$ cat config.mk
export PLATFORM = sky130hd
export DESIGN_NAME = dvsd_result_buf_flat
export DESIGN_NICKNAME = d
export VERILOG_FILES = /design/src/rtl/dvsd_pkg.sv /design/src/rtl/dvsd_if.sv /design/src/rtl/dvsd_result_buf.sv /design/src/flat_wrapper.sv
export SDC_FILE = /design/constraint.sdc
export NUM_CORES = 1
export LEC_CHECK = 0
export CAP_MARGIN = 20
export CORE_MARGIN = 1
export CORE_UTILIZATION = 35
export DETAILED_ROUTE_END_ITERATION = 10
export DONT_BUFFER_PORTS = 1
export SYNTH_ARGS = -nofsm -noshare
export SYNTH_HDL_FRONTEND = slang
export SYNTH_SLANG_ARGS = --single-unit
$ cat constraint.sdc
create_clock -name clk -period 5.3 [get_ports clk]
set_clock_uncertainty 0.2 [all_clocks]
set_input_delay 0.53 -clock clk [delete_from_list [all_inputs] [get_ports clk]]
set_output_delay 0.53 -clock clk [all_outputs]
set_load 0.01 [all_outputs]
$ cat src/rtl/dvsd_pkg.sv
`timescale 1ns / 1ps

package dvsd_pkg;

    localparam int HIST_AW    = 16;
    localparam int HIST_DEPTH = 1 << HIST_AW;

    localparam int MAX_ITEMS  = 128;
    localparam int ITEM_CW    = $clog2(MAX_ITEMS + 1);
    localparam int LANES      = 4;
    localparam int GRP_MAX    = MAX_ITEMS / LANES;
    localparam int GRP_AW     = $clog2(GRP_MAX);
    localparam int GRP_CW     = $clog2(GRP_MAX + 1);

    localparam int STORE_W    = 24;
    localparam int CNT_W      = 5;
    localparam int STRIP_W    = 17;

    localparam logic [CNT_W-1:0] IL_BITS    = 5'd2;
    localparam logic [CNT_W-1:0] STRIP_BITS = 5'd16;
    localparam logic [CNT_W-1:0] COUNT_BITS = 5'd7;
    localparam logic [CNT_W-1:0] WCODE_BITS = 5'd3;
    localparam logic [CNT_W-1:0] STORE_MAX  = 5'd24;

    typedef enum logic [2:0] {
        PH_SKIP,
        PH_STRIP,
        PH_COUNT,
        PH_WIDTH,
        PH_ITEMS,
        PH_DONE
    } dvsd_phase_t;

    typedef enum logic [1:0] {
        CS_IDLE,
        CS_STEP,
        CS_ITEM
    } dvsd_core_state_t;

    typedef enum logic [1:0] {
        BS_FILL,
        BS_READ,
        BS_LOAD
    } dvsd_buf_state_t;

    typedef struct packed {
        logic       push;
        logic [7:0] value;
        logic       finish;
        logic       done;
        logic [1:0] inter;
    } dvsd_push_t;

endpackage

$ cat src/rtl/dvsd_if.sv


interface dvsd_out_if;
    logic       valid;
    logic       ready;
    logic [7:0] lane_byte_0;
    logic [7:0] lane_byte_1;
    logic [7:0] lane_byte_2;
    logic [7:0] lane_byte_3;
    logic [2:0] valid_bytes;
    logic       final_for_input;
    logic       stream_done;
    logic [2:0] interleave_factor;

    modport source (
        output valid, output lane_byte_0, output lane_byte_1, output lane_byte_2,
        output lane_byte_3, output valid_bytes, output final_for_input,
        output stream_done, output interleave_factor, input ready
    );
    modport sink (
        input valid, input lane_byte_0, input lane_byte_1, input lane_byte_2,
        input lane_byte_3, input valid_bytes, input final_for_input,
        input stream_done, input interleave_factor, output ready
    );
endinterface

$ cat src/rtl/dvsd_result_buf.sv
`timescale 1ns / 1ps

module dvsd_result_buf import dvsd_pkg::*; (
    input  logic        clk,
    input  logic        rst_n,
    input  dvsd_push_t  push_in,
    output logic        busy,
    dvsd_out_if.source  result
);

    localparam int WORD_W = 3 + 8 * LANES;

    dvsd_buf_state_t state_reg, state_next;

    logic [7:0]        lane_reg [LANES];
    logic [7:0]        lane_next [LANES];
    logic [1:0]        lcnt_reg, lcnt_next;
    logic [GRP_CW-1:0] grp_reg, grp_next;
    logic [GRP_CW-1:0] total_reg, total_next;
    logic [GRP_CW-1:0] k_reg, k_next;

    logic [WORD_W-1:0] grp_mem [GRP_MAX];
    logic [WORD_W-1:0] rdata_reg;
    logic              wr_en;
    logic [WORD_W-1:0] wr_word;
    logic              rd_en;
    logic              load;
    logic              last;

    logic       oval_reg;
    logic [7:0] ob0_reg, ob1_reg, ob2_reg, ob3_reg;
    logic [2:0] ovb_reg;
    logic       ofin_reg;
    logic       odone_reg;
    logic [2:0] oil_reg;

    assign last = (k_reg + GRP_CW'(1)) == total_reg;

    always_comb
    begin
        state_next = state_reg;
        case (state_reg)
            BS_FILL:
            begin
                if (push_in.finish)
                    state_next = BS_READ;
            end
            BS_READ:
            begin
                state_next = BS_LOAD;
            end
            BS_LOAD:
            begin
                if (load)
                    state_next = last ? BS_FILL : BS_READ;
            end
            default:
            begin
                state_next = BS_FILL;
            end
        endcase
    end

    always_comb
    begin
        busy  = (state_reg != BS_FILL);
        rd_en = (state_reg == BS_READ);
        load  = (state_reg == BS_LOAD) && (!oval_reg || result.ready);
    end

    always_comb
    begin
        lane_next  = lane_reg;
        lcnt_next  = lcnt_reg;
        grp_next   = grp_reg;
        total_next = total_reg;
        k_next     = k_reg;
        wr_en      = 1'b0;
        wr_word    = {1'b0, lcnt_reg, lane_reg[3], lane_reg[2], lane_reg[1], lane_reg[0]};
        if (push_in.push)
        begin
            if (lcnt_reg == 2'd3)
            begin
                wr_en     = 1'b1;
                wr_word   = {3'd4, push_in.value, lane_reg[2], lane_reg[1], lane_reg[0]};
                grp_next  = grp_reg + GRP_CW'(1);
                lcnt_next = 2'd0;
                for (int i = 0; i < LANES; i++)
                    lane_next[i] = 8'd0;
            end
            else
            begin
                lane_next[lcnt_reg] = push_in.value;
                lcnt_next           = lcnt_reg + 2'd1;
            end
        end
        else if (push_in.finish)
        begin
            wr_en      = (lcnt_reg != 2'd0) || (grp_reg == '0);
            total_next = grp_reg + (wr_en ? GRP_CW'(1) : GRP_CW'(0));
            grp_next   = '0;
            lcnt_next  = 2'd0;
            k_next     = '0;
            for (int i = 0; i < LANES; i++)
                lane_next[i] = 8'd0;
        end
        if (load)
            k_next = k_reg + GRP_CW'(1);
    end

    always_ff @(posedge clk or negedge rst_n)
    begin
        if (!rst_n)
        begin
            state_reg <= BS_FILL;
            lcnt_reg  <= '0;
            grp_reg   <= '0;
            total_reg <= '0;
            k_reg     <= '0;
            oval_reg  <= 1'b0;
            for (int i = 0; i < LANES; i++)
                lane_reg[i] <= 8'd0;
        end
        else
        begin
            state_reg <= state_next;
            lcnt_reg  <= lcnt_next;
            grp_reg   <= grp_next;
            total_reg <= total_next;
            k_reg     <= k_next;
            lane_reg  <= lane_next;
            if (load)
                oval_reg <= 1'b1;
            else if (result.ready)
                oval_reg <= 1'b0;
        end
    end

    always_ff @(posedge clk)
    begin
        if (wr_en)
            grp_mem[grp_reg[GRP_AW-1:0]] <= wr_word;
        if (rd_en)
            rdata_reg <= grp_mem[k_reg[GRP_AW-1:0]];
    end

    always_ff @(posedge clk)
    begin
        if (load)
        begin
            ob0_reg   <= rdata_reg[7:0];
            ob1_reg   <= rdata_reg[15:8];
            ob2_reg   <= rdata_reg[23:16];
            ob3_reg   <= rdata_reg[31:24];
            ovb_reg   <= rdata_reg[WORD_W-1:32];
            ofin_reg  <= last;
            odone_reg <= push_in.done;
            oil_reg   <= {1'b0, push_in.inter} + 3'd1;
        end
    end

    assign result.valid             = oval_reg;
    assign result.lane_byte_0       = ob0_reg;
    assign result.lane_byte_1       = ob1_reg;
    assign result.lane_byte_2       = ob2_reg;
    assign result.lane_byte_3       = ob3_reg;
    assign result.valid_bytes       = ovb_reg;
    assign result.final_for_input   = ofin_reg;
    assign result.stream_done       = odone_reg;
    assign result.interleave_factor = oil_reg;

`ifndef ASSERT_OFF
    a_push_while_filling: assert property (@(posedge clk) disable iff (!rst_n)
        (push_in.push || push_in.finish) |-> (state_reg == BS_FILL))
        else $error("decoded byte arrived while results are being sent");

    a_grp_range: assert property (@(posedge clk) disable iff (!rst_n)
        grp_reg <= GRP_CW'(GRP_MAX))
        else $error("group count overflow");

    a_k_range: assert property (@(posedge clk) disable iff (!rst_n)
        (state_reg != BS_FILL) |-> (k_reg < total_reg))
        else $error("result index past the last group");
`endif

endmodule

$ cat src/flat_wrapper.sv
// flat-port wrapper written by rule: the top's interface ports become plain ports
module dvsd_result_buf_flat import dvsd_pkg::*;
  (clk, rst_n, push_in, busy, result_valid, result_lane_byte_0, result_lane_byte_1, result_lane_byte_2, result_lane_byte_3, result_valid_bytes, result_final_for_input, result_stream_done, result_interleave_factor, result_ready);
  dvsd_out_if result_i ();
  input  logic clk;
  input  logic rst_n;
  input  dvsd_push_t push_in;
  output logic busy;
  output wire logic [$bits(result_i.valid)-1:0] result_valid;
  output wire logic [$bits(result_i.lane_byte_0)-1:0] result_lane_byte_0;
  output wire logic [$bits(result_i.lane_byte_1)-1:0] result_lane_byte_1;
  output wire logic [$bits(result_i.lane_byte_2)-1:0] result_lane_byte_2;
  output wire logic [$bits(result_i.lane_byte_3)-1:0] result_lane_byte_3;
  output wire logic [$bits(result_i.valid_bytes)-1:0] result_valid_bytes;
  output wire logic [$bits(result_i.final_for_input)-1:0] result_final_for_input;
  output wire logic [$bits(result_i.stream_done)-1:0] result_stream_done;
  output wire logic [$bits(result_i.interleave_factor)-1:0] result_interleave_factor;
  input wire logic [$bits(result_i.ready)-1:0] result_ready;
  assign result_valid = result_i.valid;
  assign result_lane_byte_0 = result_i.lane_byte_0;
  assign result_lane_byte_1 = result_i.lane_byte_1;
  assign result_lane_byte_2 = result_i.lane_byte_2;
  assign result_lane_byte_3 = result_i.lane_byte_3;
  assign result_valid_bytes = result_i.valid_bytes;
  assign result_final_for_input = result_i.final_for_input;
  assign result_stream_done = result_i.stream_done;
  assign result_interleave_factor = result_i.interleave_factor;
  assign result_i.ready = result_ready;
  dvsd_result_buf u_core (.clk(clk), .rst_n(rst_n), .push_in(push_in), .busy(busy), .result(result_i));
endmodule
==> results.py, run 1 <==
metrics = {
    "setup_path": {
        "r2r_start": "u_core.lcnt_reg[0]",
        "critical_path.startpoint": "u_core.lcnt_reg[0]",
        "cp_max_fo": 25,
        "worst-path-buf-inv": 2,
        "path_delay_family": "simple AND/OR/NAND/NOR gates",
        "reg2reg_depth": 7,
        "r2r-end": "u_core.grp_mem[31][27]",
        "worst_ep_required_time_ns": 5.50,
        "crit_end": "u_core.grp_mem[31][27]",
        "crit_path_cell_trace": "ha_1 > nand2_1 > inv_1 > a31o_4 > nand2_4 > nor2_4 > buf_4",
        "cpMaxStageDelayCell": "nor2_4",
        "crit_cells": 7,
        "max_stage_delay_ns": 0.86,
        "critPathArrivalTime_ns": 4.05,
        "cp-start-kind": "flip-flop",
        "critPathKind": "reg2reg",
        "rrSetupSlack_ns": 1.45,
        "worst_setup_path_end_kind": "flip-flop",
    },
    "grt": {
        "grtUsageTotal_pct": 17.1,
        "grt_pass1_vias": 24419,
        "gr-total-overflow": 0,
        "grt_max_degree": 75,
        "grt_pass1_wl_um": 174000,
        "antenna_found_initial": 13,
    },
    "synthesis": {
        "synth-edff-count": 1195,
        "synth_compound_area_share_pct": 5.08,
        "avgSynthCellArea_um2": 17.9,
        "ys.flop_type": "edfxtp_1",
        "yosys.area_share.adder_pct": 0.363,
        "synth_top_family_by_area": "multiplexers",
        "yosys.area_share.simple_pct": 3.61,
        "syn_inst": 2695,
        "ys_seq_area_share_pct": 77.3,
        "synth_xor_area_share_pct": 0.200,
        "yosysWarnings": 0,
        "syn-num-nets": 2725,
        "async_reset_ff_share_pct": 4.40,
        "ys_ff_latch": 1250,
        "ys_types": 49,
        "synthMuxAreaShare_pct": 11.7,
        "syn_area_um2": 48200,
    },
    "floorplanning": {
        "ios": 58,
        "core_um2": 136000,
        "dieArea_um2": 139000,
        "rows": 135,
        "die_h_um": 373,
        "start_util_pct": 35.4,
        "fp.dieW_um": 373,
    },
    "routing": {
        "avgRoutedWirePerCell_um": 25.8,
        "ant_nets": 0,
        "routed-via-count": 24818,
        "drt_iter0_markers": 2432,
        "drt_first_pass_iters": 6,
        "avgViaCountPerCell": 5.30,
        "wl_um": 121000,
        "drcViolationCount": 0,
    },
    "sta": {
        "timing.final.crit_share_pct": 72.6,
        "setup_ws_ns": 1.45,
        "tns_ns": 0,
        "setup_violations": 0,
        "fin_crit_ns": 3.85,
        "tightest_slew_ns": 1.18,
        "fmax_ghz": 0.260,
        "final_hold_viol_count": 0,
        "relSlewSlack_pct": 21.6,
        "finalMaxSlewViolations": 0,
        "grt_setup_unrepaired": "no",
    },
    "clock_network": {
        "cts-buffers-inserted": 133,
        "path_clk_slew_ns": 0.06,
        "root_buffer": "clkbuf_16",
        "cts_sinks": 1250,
        "clockBufferDepth": 3,
        "cts_resized": 0,
        "tritoncts": "built",
        "cts.htree.levels": 4,
        "clock_latency_ns": 0.73,
    },
    "cells_and_area": {
        "area_growth_pct": 15.4,
        "nets": 2826,
        "fillCellCount": 12044,
        "largest_reg_flops": 1120,
        "layout-drive-gt1-share_pct": 11.9,
    },
    "power_and_ir_drop": {
        "total_leakage_power_nw": 18.1,
        "ir_worst_vdd_v": 0.000311,
        "power.density_nw_per_um2": 463,
    },
    "worst_hold_path": {
        "hp-start": "push_in[4]",
        "hp-class": "in2reg",
    },
    "place": {
        "dp_slack_ns": 1.43,
        "gp_congestion": 0.809,
        "dp_hpwl_um": 71800,
        "portBuffers": 0,
    },
    "flow_run": {
        "maxCapViolations": 0,
    },
    "run_status": {
        "status": "finished, final reports clean",
    },
}
-- Yosys cell counts, types with 3 or more instances --
master,n,area [um2]
dfrtp_1,55,1380
nand4_1,36,225
a22o_1,24,210
buf_4,32,240
a21oi_1,38,190
nor2_1,37,139
inv_1,8,30.0
mux2i_1,560,5610
nand2_4,4,45.0
nand2_1,86,323
o21ai_1,3,15.0
nor2b_1,4,25.0
nand3b_1,3,22.5
ha_1,14,175
o22ai_1,6,37.5
clkbuf_1,46,173
xnor2_1,6,52.6
nand2b_1,8,50.1
edfxtp_1,1195,35900
and2_0,4,25.0
clkbuf_4,3,22.5
and3_1,9,56.3
nand3_1,150,751
buf_2,73,365
o21ai_0,11,55.1
xor2_1,5,43.8
a22oi_1,245,1840
-- worst register-to-register path, stage by stage, from the launching register on --
cell and delay (ns):
dfrtp_1 0.43, ha_1 0.22, nand2_1 0.37, inv_1 0.64
a31o_4 0.25, nand2_4 0.18, nor2_4 0.86, buf_4 0.38
-- logic make-up after synthesis --
family,Yosys count
adder cells (fa/ha/maj),14
multiplexers,562
AND/OR/NAND/NOR,352
XOR/XNOR,11
buffers and inverters,168
flip-flops,1250
AO/OA/AOI/OAI,338
-- area by class of cell --
| class | count | area (um2) | area share, % |
|---|---|---|---|
| Antenna cell | 5 | 12.5 | 0.0225 |
| Clock buffer | 179 | 3680 | 6.61 |
| Clock inverter | 57 | 574 | 1.03 |
| Inverter | 10 | 38.8 | 0.0697 |
| Multi-Input combinational cell | 1277 | 10400 | 18.6 |
| Sequential cell | 1250 | 37300 | 67.0 |
| Tap cell | 1781 | 2230 | 4.00 |
| Timing Repair Buffer | 124 | 1480 | 2.66 |
-- routing by layer --
metal | up-vias | GRT usage, % | share of wire (%)
met2 | 798 | 27.7 | 48
li1 | 10974 | - | -
met4 | 12 | 5.87 | 2.9
met1 | 12862 | 23.0 | 43
met3 | 172 | 3.40 | 6.1
met5 | - | 0 | 0.055
-- metrics by stage --
stage	util (%)	cells	cell area [um2]	power, mW	hold slack (ns)
finish	40.9	4683	55700	25.8	0.153
global route	40.9	4680	55600	26.7	0.134
CTS	40.7	4669	55400	26.0	0.0901
detailed placement	37.4	4416	51000	16.9	0.0555
global placement	37.3	4409	50800	16.8	0.0554
floorplan	-	2695	48200	15.3	0.0344
-- worst min path at each step --
| stage | end | cells past startpoint |
|---|---|---|
| 6_report | u_core.grp_mem[4][24] | 2 |
| 3_5_place_dp | u_core.lane_reg[24] | 0 |
| 2_1_floorplan | u_core.grp_reg[0] | 0 |
| 3_3_place_gp | u_core.lane_reg[24] | 0 |
| 4_1_cts | u_core.lane_reg[10] | 2 |
| 5_1_grt | u_core.lane_reg[10] | 2 |
-- what timing repair did --
action / in CTS / in global routing
hold buffers: 17 / 0
endpoints found under the hold margin: 89 / 0
setup buffers: 0 / 0
-- power by group --
| part | total, mW | internal (mW) | switching, mW | leakage [nW] |
|---|---|---|---|---|
| Sequential | 12.2 | 11.8 | 0.445 | 11.8 |
| Combinational | 4.52 | 1.70 | 2.82 | 4.32 |
| Clock | 9.05 | 5.31 | 3.73 | 2.06 |
| Total | 25.8 | 18.8 | 7.00 | 18.1 |
-- layout by cell type (no fill, tap or decap), types with 5 or more instances in the layout --
master,netlist,layout
nand2_1,86,86
clkbuf_1,46,34
nand2b_1,8,7
xnor2_1,6,6
and3_1,9,9
mux2i_1,560,560
bufinv_16,0,9
buf_12,0,17
nand3_1,150,150
a22oi_1,245,245
clkinv_2,0,11
inv_6,0,5
xor2_1,5,5
clkbuf_8,0,7
buf_16,0,14
inv_1,8,8
diode_2,0,5
edfxtp_1,1195,1195
clkbuf_16,0,138
dfrtp_1,55,54
a22o_1,24,24
o22ai_1,6,6
dlygate4sd3_1,0,16
ha_1,14,14
clkinv_8,0,6
nor2_4,0,34
buf_4,32,75
o21ai_0,11,11
clkinv_1,0,24
nand4_1,36,36
a21oi_1,38,38
Power figures use the tool's default switching activity.
==> inputs of run 2 (changes only) <==
Clock period 5.3 ns to 3.76 ns, I/O delays scaled along.
==> run 2 against run 1 <==
  * Register-to-register slack worse by 0.79 ns
  * Maximum frequency grew 24%
  * Worst hold slack worse by 0.13 ns
  * Largest power group unchanged
  * Power increased by 38%
  * Critical endpoint is now u_core.grp_mem[7][9]
  * Global-route usage fell by 0.18 points
  * Critical path type unchanged
  * Flip-flop and latch count unchanged
  * Sequential power up 42%
  * Clock-buffer cell count decreased by 26
  * Die area did not move
  * Highest routed layer unchanged
==> results.py, run 2 (same netlist as run 1, synthesis figures left out) <==
metrics = {
    "grt": {
        "grtUsageTotal_pct": 17.0,
        "grt_max_degree": 81,
        "grt_pass1_vias": 24693,
        "gr-total-overflow": 0,
        "grt_pass1_wl_um": 173000,
        "antenna_found_initial": 7,
    },
    "routing": {
        "avgRoutedWirePerCell_um": 25.6,
        "drcViolationCount": 0,
        "routed-via-count": 24853,
        "avgViaCountPerCell": 5.28,
        "drt_iter0_markers": 2370,
        "drt_first_pass_iters": 5,
        "ant_nets": 0,
        "wl_um": 120000,
    },
    "floorplanning": {
        "die_h_um": 373,
        "dieArea_um2": 139000,
        "start_util_pct": 35.4,
        "fp.dieW_um": 373,
        "ios": 58,
        "rows": 135,
        "core_um2": 136000,
    },
    "cells_and_area": {
        "layout-drive-gt1-share_pct": 12.6,
        "antennaDiodeCount": 0,
        "nets": 2849,
        "layout_common_cells": "edfxtp_1 (1195), mux2i_1 (560), a22oi_1 (245)",
        "area_growth_pct": 15.7,
        "layout.cells.non_filler": 4703,
        "largest_reg_flops": 1120,
        "layout_commonest_cell": "edfxtp_1",
        "finish.utilization_pct": 41.0,
    },
    "sta": {
        "fin_crit_ns": 3.10,
        "timing.final.crit_share_pct": 82.5,
        "setup_violations": 0,
        "final_hold_viol_count": 0,
        "fmax_ghz": 0.323,
        "relSlewSlack_pct": 24.7,
        "finalMaxSlewViolations": 0,
        "grt_setup_unrepaired": "no",
        "tightest_slew_ns": 1.13,
        "tns_ns": 0,
    },
    "clock_network": {
        "clockBufferDepth": 3,
        "cts_setup_buffers": 0,
        "cts_sinks": 1250,
        "cts-buffers-inserted": 120,
        "root_buffer": "clkbuf_16",
        "path_clk_slew_ns": 0.06,
        "tritoncts": "built",
        "cts.htree.levels": 3,
        "clock_latency_ns": 0.73,
    },
    "setup_path": {
        "r2r_start": "u_core.grp_reg[2]",
        "critical_path.startpoint": "u_core.grp_reg[2]",
        "r2r-end": "u_core.grp_mem[7][9]",
        "rrSetupSlack_ns": 0.66,
        "cp_max_fo": 15,
        "cpMaxStageDelayCell": "nor2_4",
        "cp-start-kind": "flip-flop",
        "critPathKind": "reg2reg",
        "max_stage_delay_ns": 0.63,
        "worst_ep_required_time_ns": 3.97,
        "reg2reg_depth": 6,
        "critPathArrivalTime_ns": 3.31,
        "crit_path_cell_trace": "or3_4 > o21ai_2 > a31o_4 > nand2_4 > nor2_4 > buf_12",
        "worst_setup_path_end_kind": "flip-flop",
    },
    "worst_hold_path": {
        "hp-class": "in2async",
    },
    "power_and_ir_drop": {
        "p_int_mw": 26.0,
        "p_clk_share_pct": 33.9,
        "total_leakage_power_nw": 18.3,
        "p_sw_mw": 9.59,
        "combPwrFrac_pct": 17.5,
        "ir_worst_vdd_v": 0.000419,
        "swShare_pct": 26.9,
        "pwr-share-seq_pct": 48.6,
        "power_mw": 35.6,
        "power.density_nw_per_um2": 638,
    },
    "place": {
        "dp_cells": 4445,
        "dp_hpwl_um": 69800,
        "gp_congestion": 0.824,
        "portBuffers": 0,
    },
    "flow_run": {
        "maxCapViolations": 0,
    },
    "run_status": {
        "status": "finished, final reports clean",
    },
}
## run 2: cell count changes in the layout (fill, tap and decap cells not counted), moves of 6 or more
| cell | previous run | this run |
|---|---|---|
| clkbuf_1 | 34 | 24 |
| clkinv_2 | 11 | 19 |
| buf_12 | 17 | 35 |
| dlygate4sd3_1 | 16 | 22 |
| clkbuf_16 | 138 | 126 |
| buf_4 | 75 | 91 |
## run 2: worst max path at each step
| stage | endpoint | slack [ns] | depth (start not counted) |
|---|---|---|---|
| 6_report | u_core.grp_mem[7][9] | 0.66 | 6 |
| 5_1_grt | u_core.grp_mem[7][9] | 0.58 | 6 |
| 4_1_cts | u_core.grp_mem[7][9] | 0.66 | 6 |
| 3_5_place_dp | u_core.grp_mem[7][22] | 0.70 | 6 |
| 3_3_place_gp | u_core.grp_mem[0][16] | 0.78 | 6 |
| 2_1_floorplan | u_core.grp_mem[31][0] | 0.31 | 5 |
## run 2: area by class of cell
class / instances / area [um2]
Fill cell: 12094 / 80400
Sequential cell: 1250 / 37300
Multi-Input combinational cell: 1277 / 10400
Clock buffer: 153 / 3280
Tap cell: 1781 / 2230
Timing Repair Buffer: 160 / 1920
Clock inverter: 72 / 676
Inverter: 10 / 38.8
## run 2: worst max-delay path: cells and delay by family, from the launching register on
family	cells	cell delay (ns)
compound gates	2	0.45
buf+inv	1	0.25
flops	1	0.52
simple gates	3	1.33
## run 2: per-stage QoR
step	setup WS [ns]	area, um2	hold slack [ns]
after floorplan	0.315	48200	-0.120
after global placement	0.780	51300	-0.103
after detailed placement	0.698	51300	-0.103
final	0.659	55800	0.0264
after global routing	0.578	55800	0.0319
after CTS	0.662	55500	0.0000443
## run 2: what timing repair did
item | CTS | global route
gates resized for setup | 0 | 0
hold buffers | 23 | 0
endpoints found under the hold margin | 388 | 0
## run 2: layer usage
layer / part of all wire [%] / vias to the layer above / track usage [%]
met5: 0.034 / - / 0
met4: 1.6 / 6 / 3.70
met3: 6.1 / 133 / 2.98
met2: 49 / 772 / 27.9
met1: 44 / 12925 / 23.4
li1: - / 11017 / -
## run 2: power by group through the flow
stage	logic (mW)	clock network [mW]	registers, mW
2_1_floorplan	4.19	0	17.3
3_3_place_gp	5.81	0	17.8
3_5_place_dp	5.86	0	17.8
4_1_cts	5.96	12.3	17.5
5_1_grt	6.67	12.8	17.4
6_report	6.23	12.0	17.3
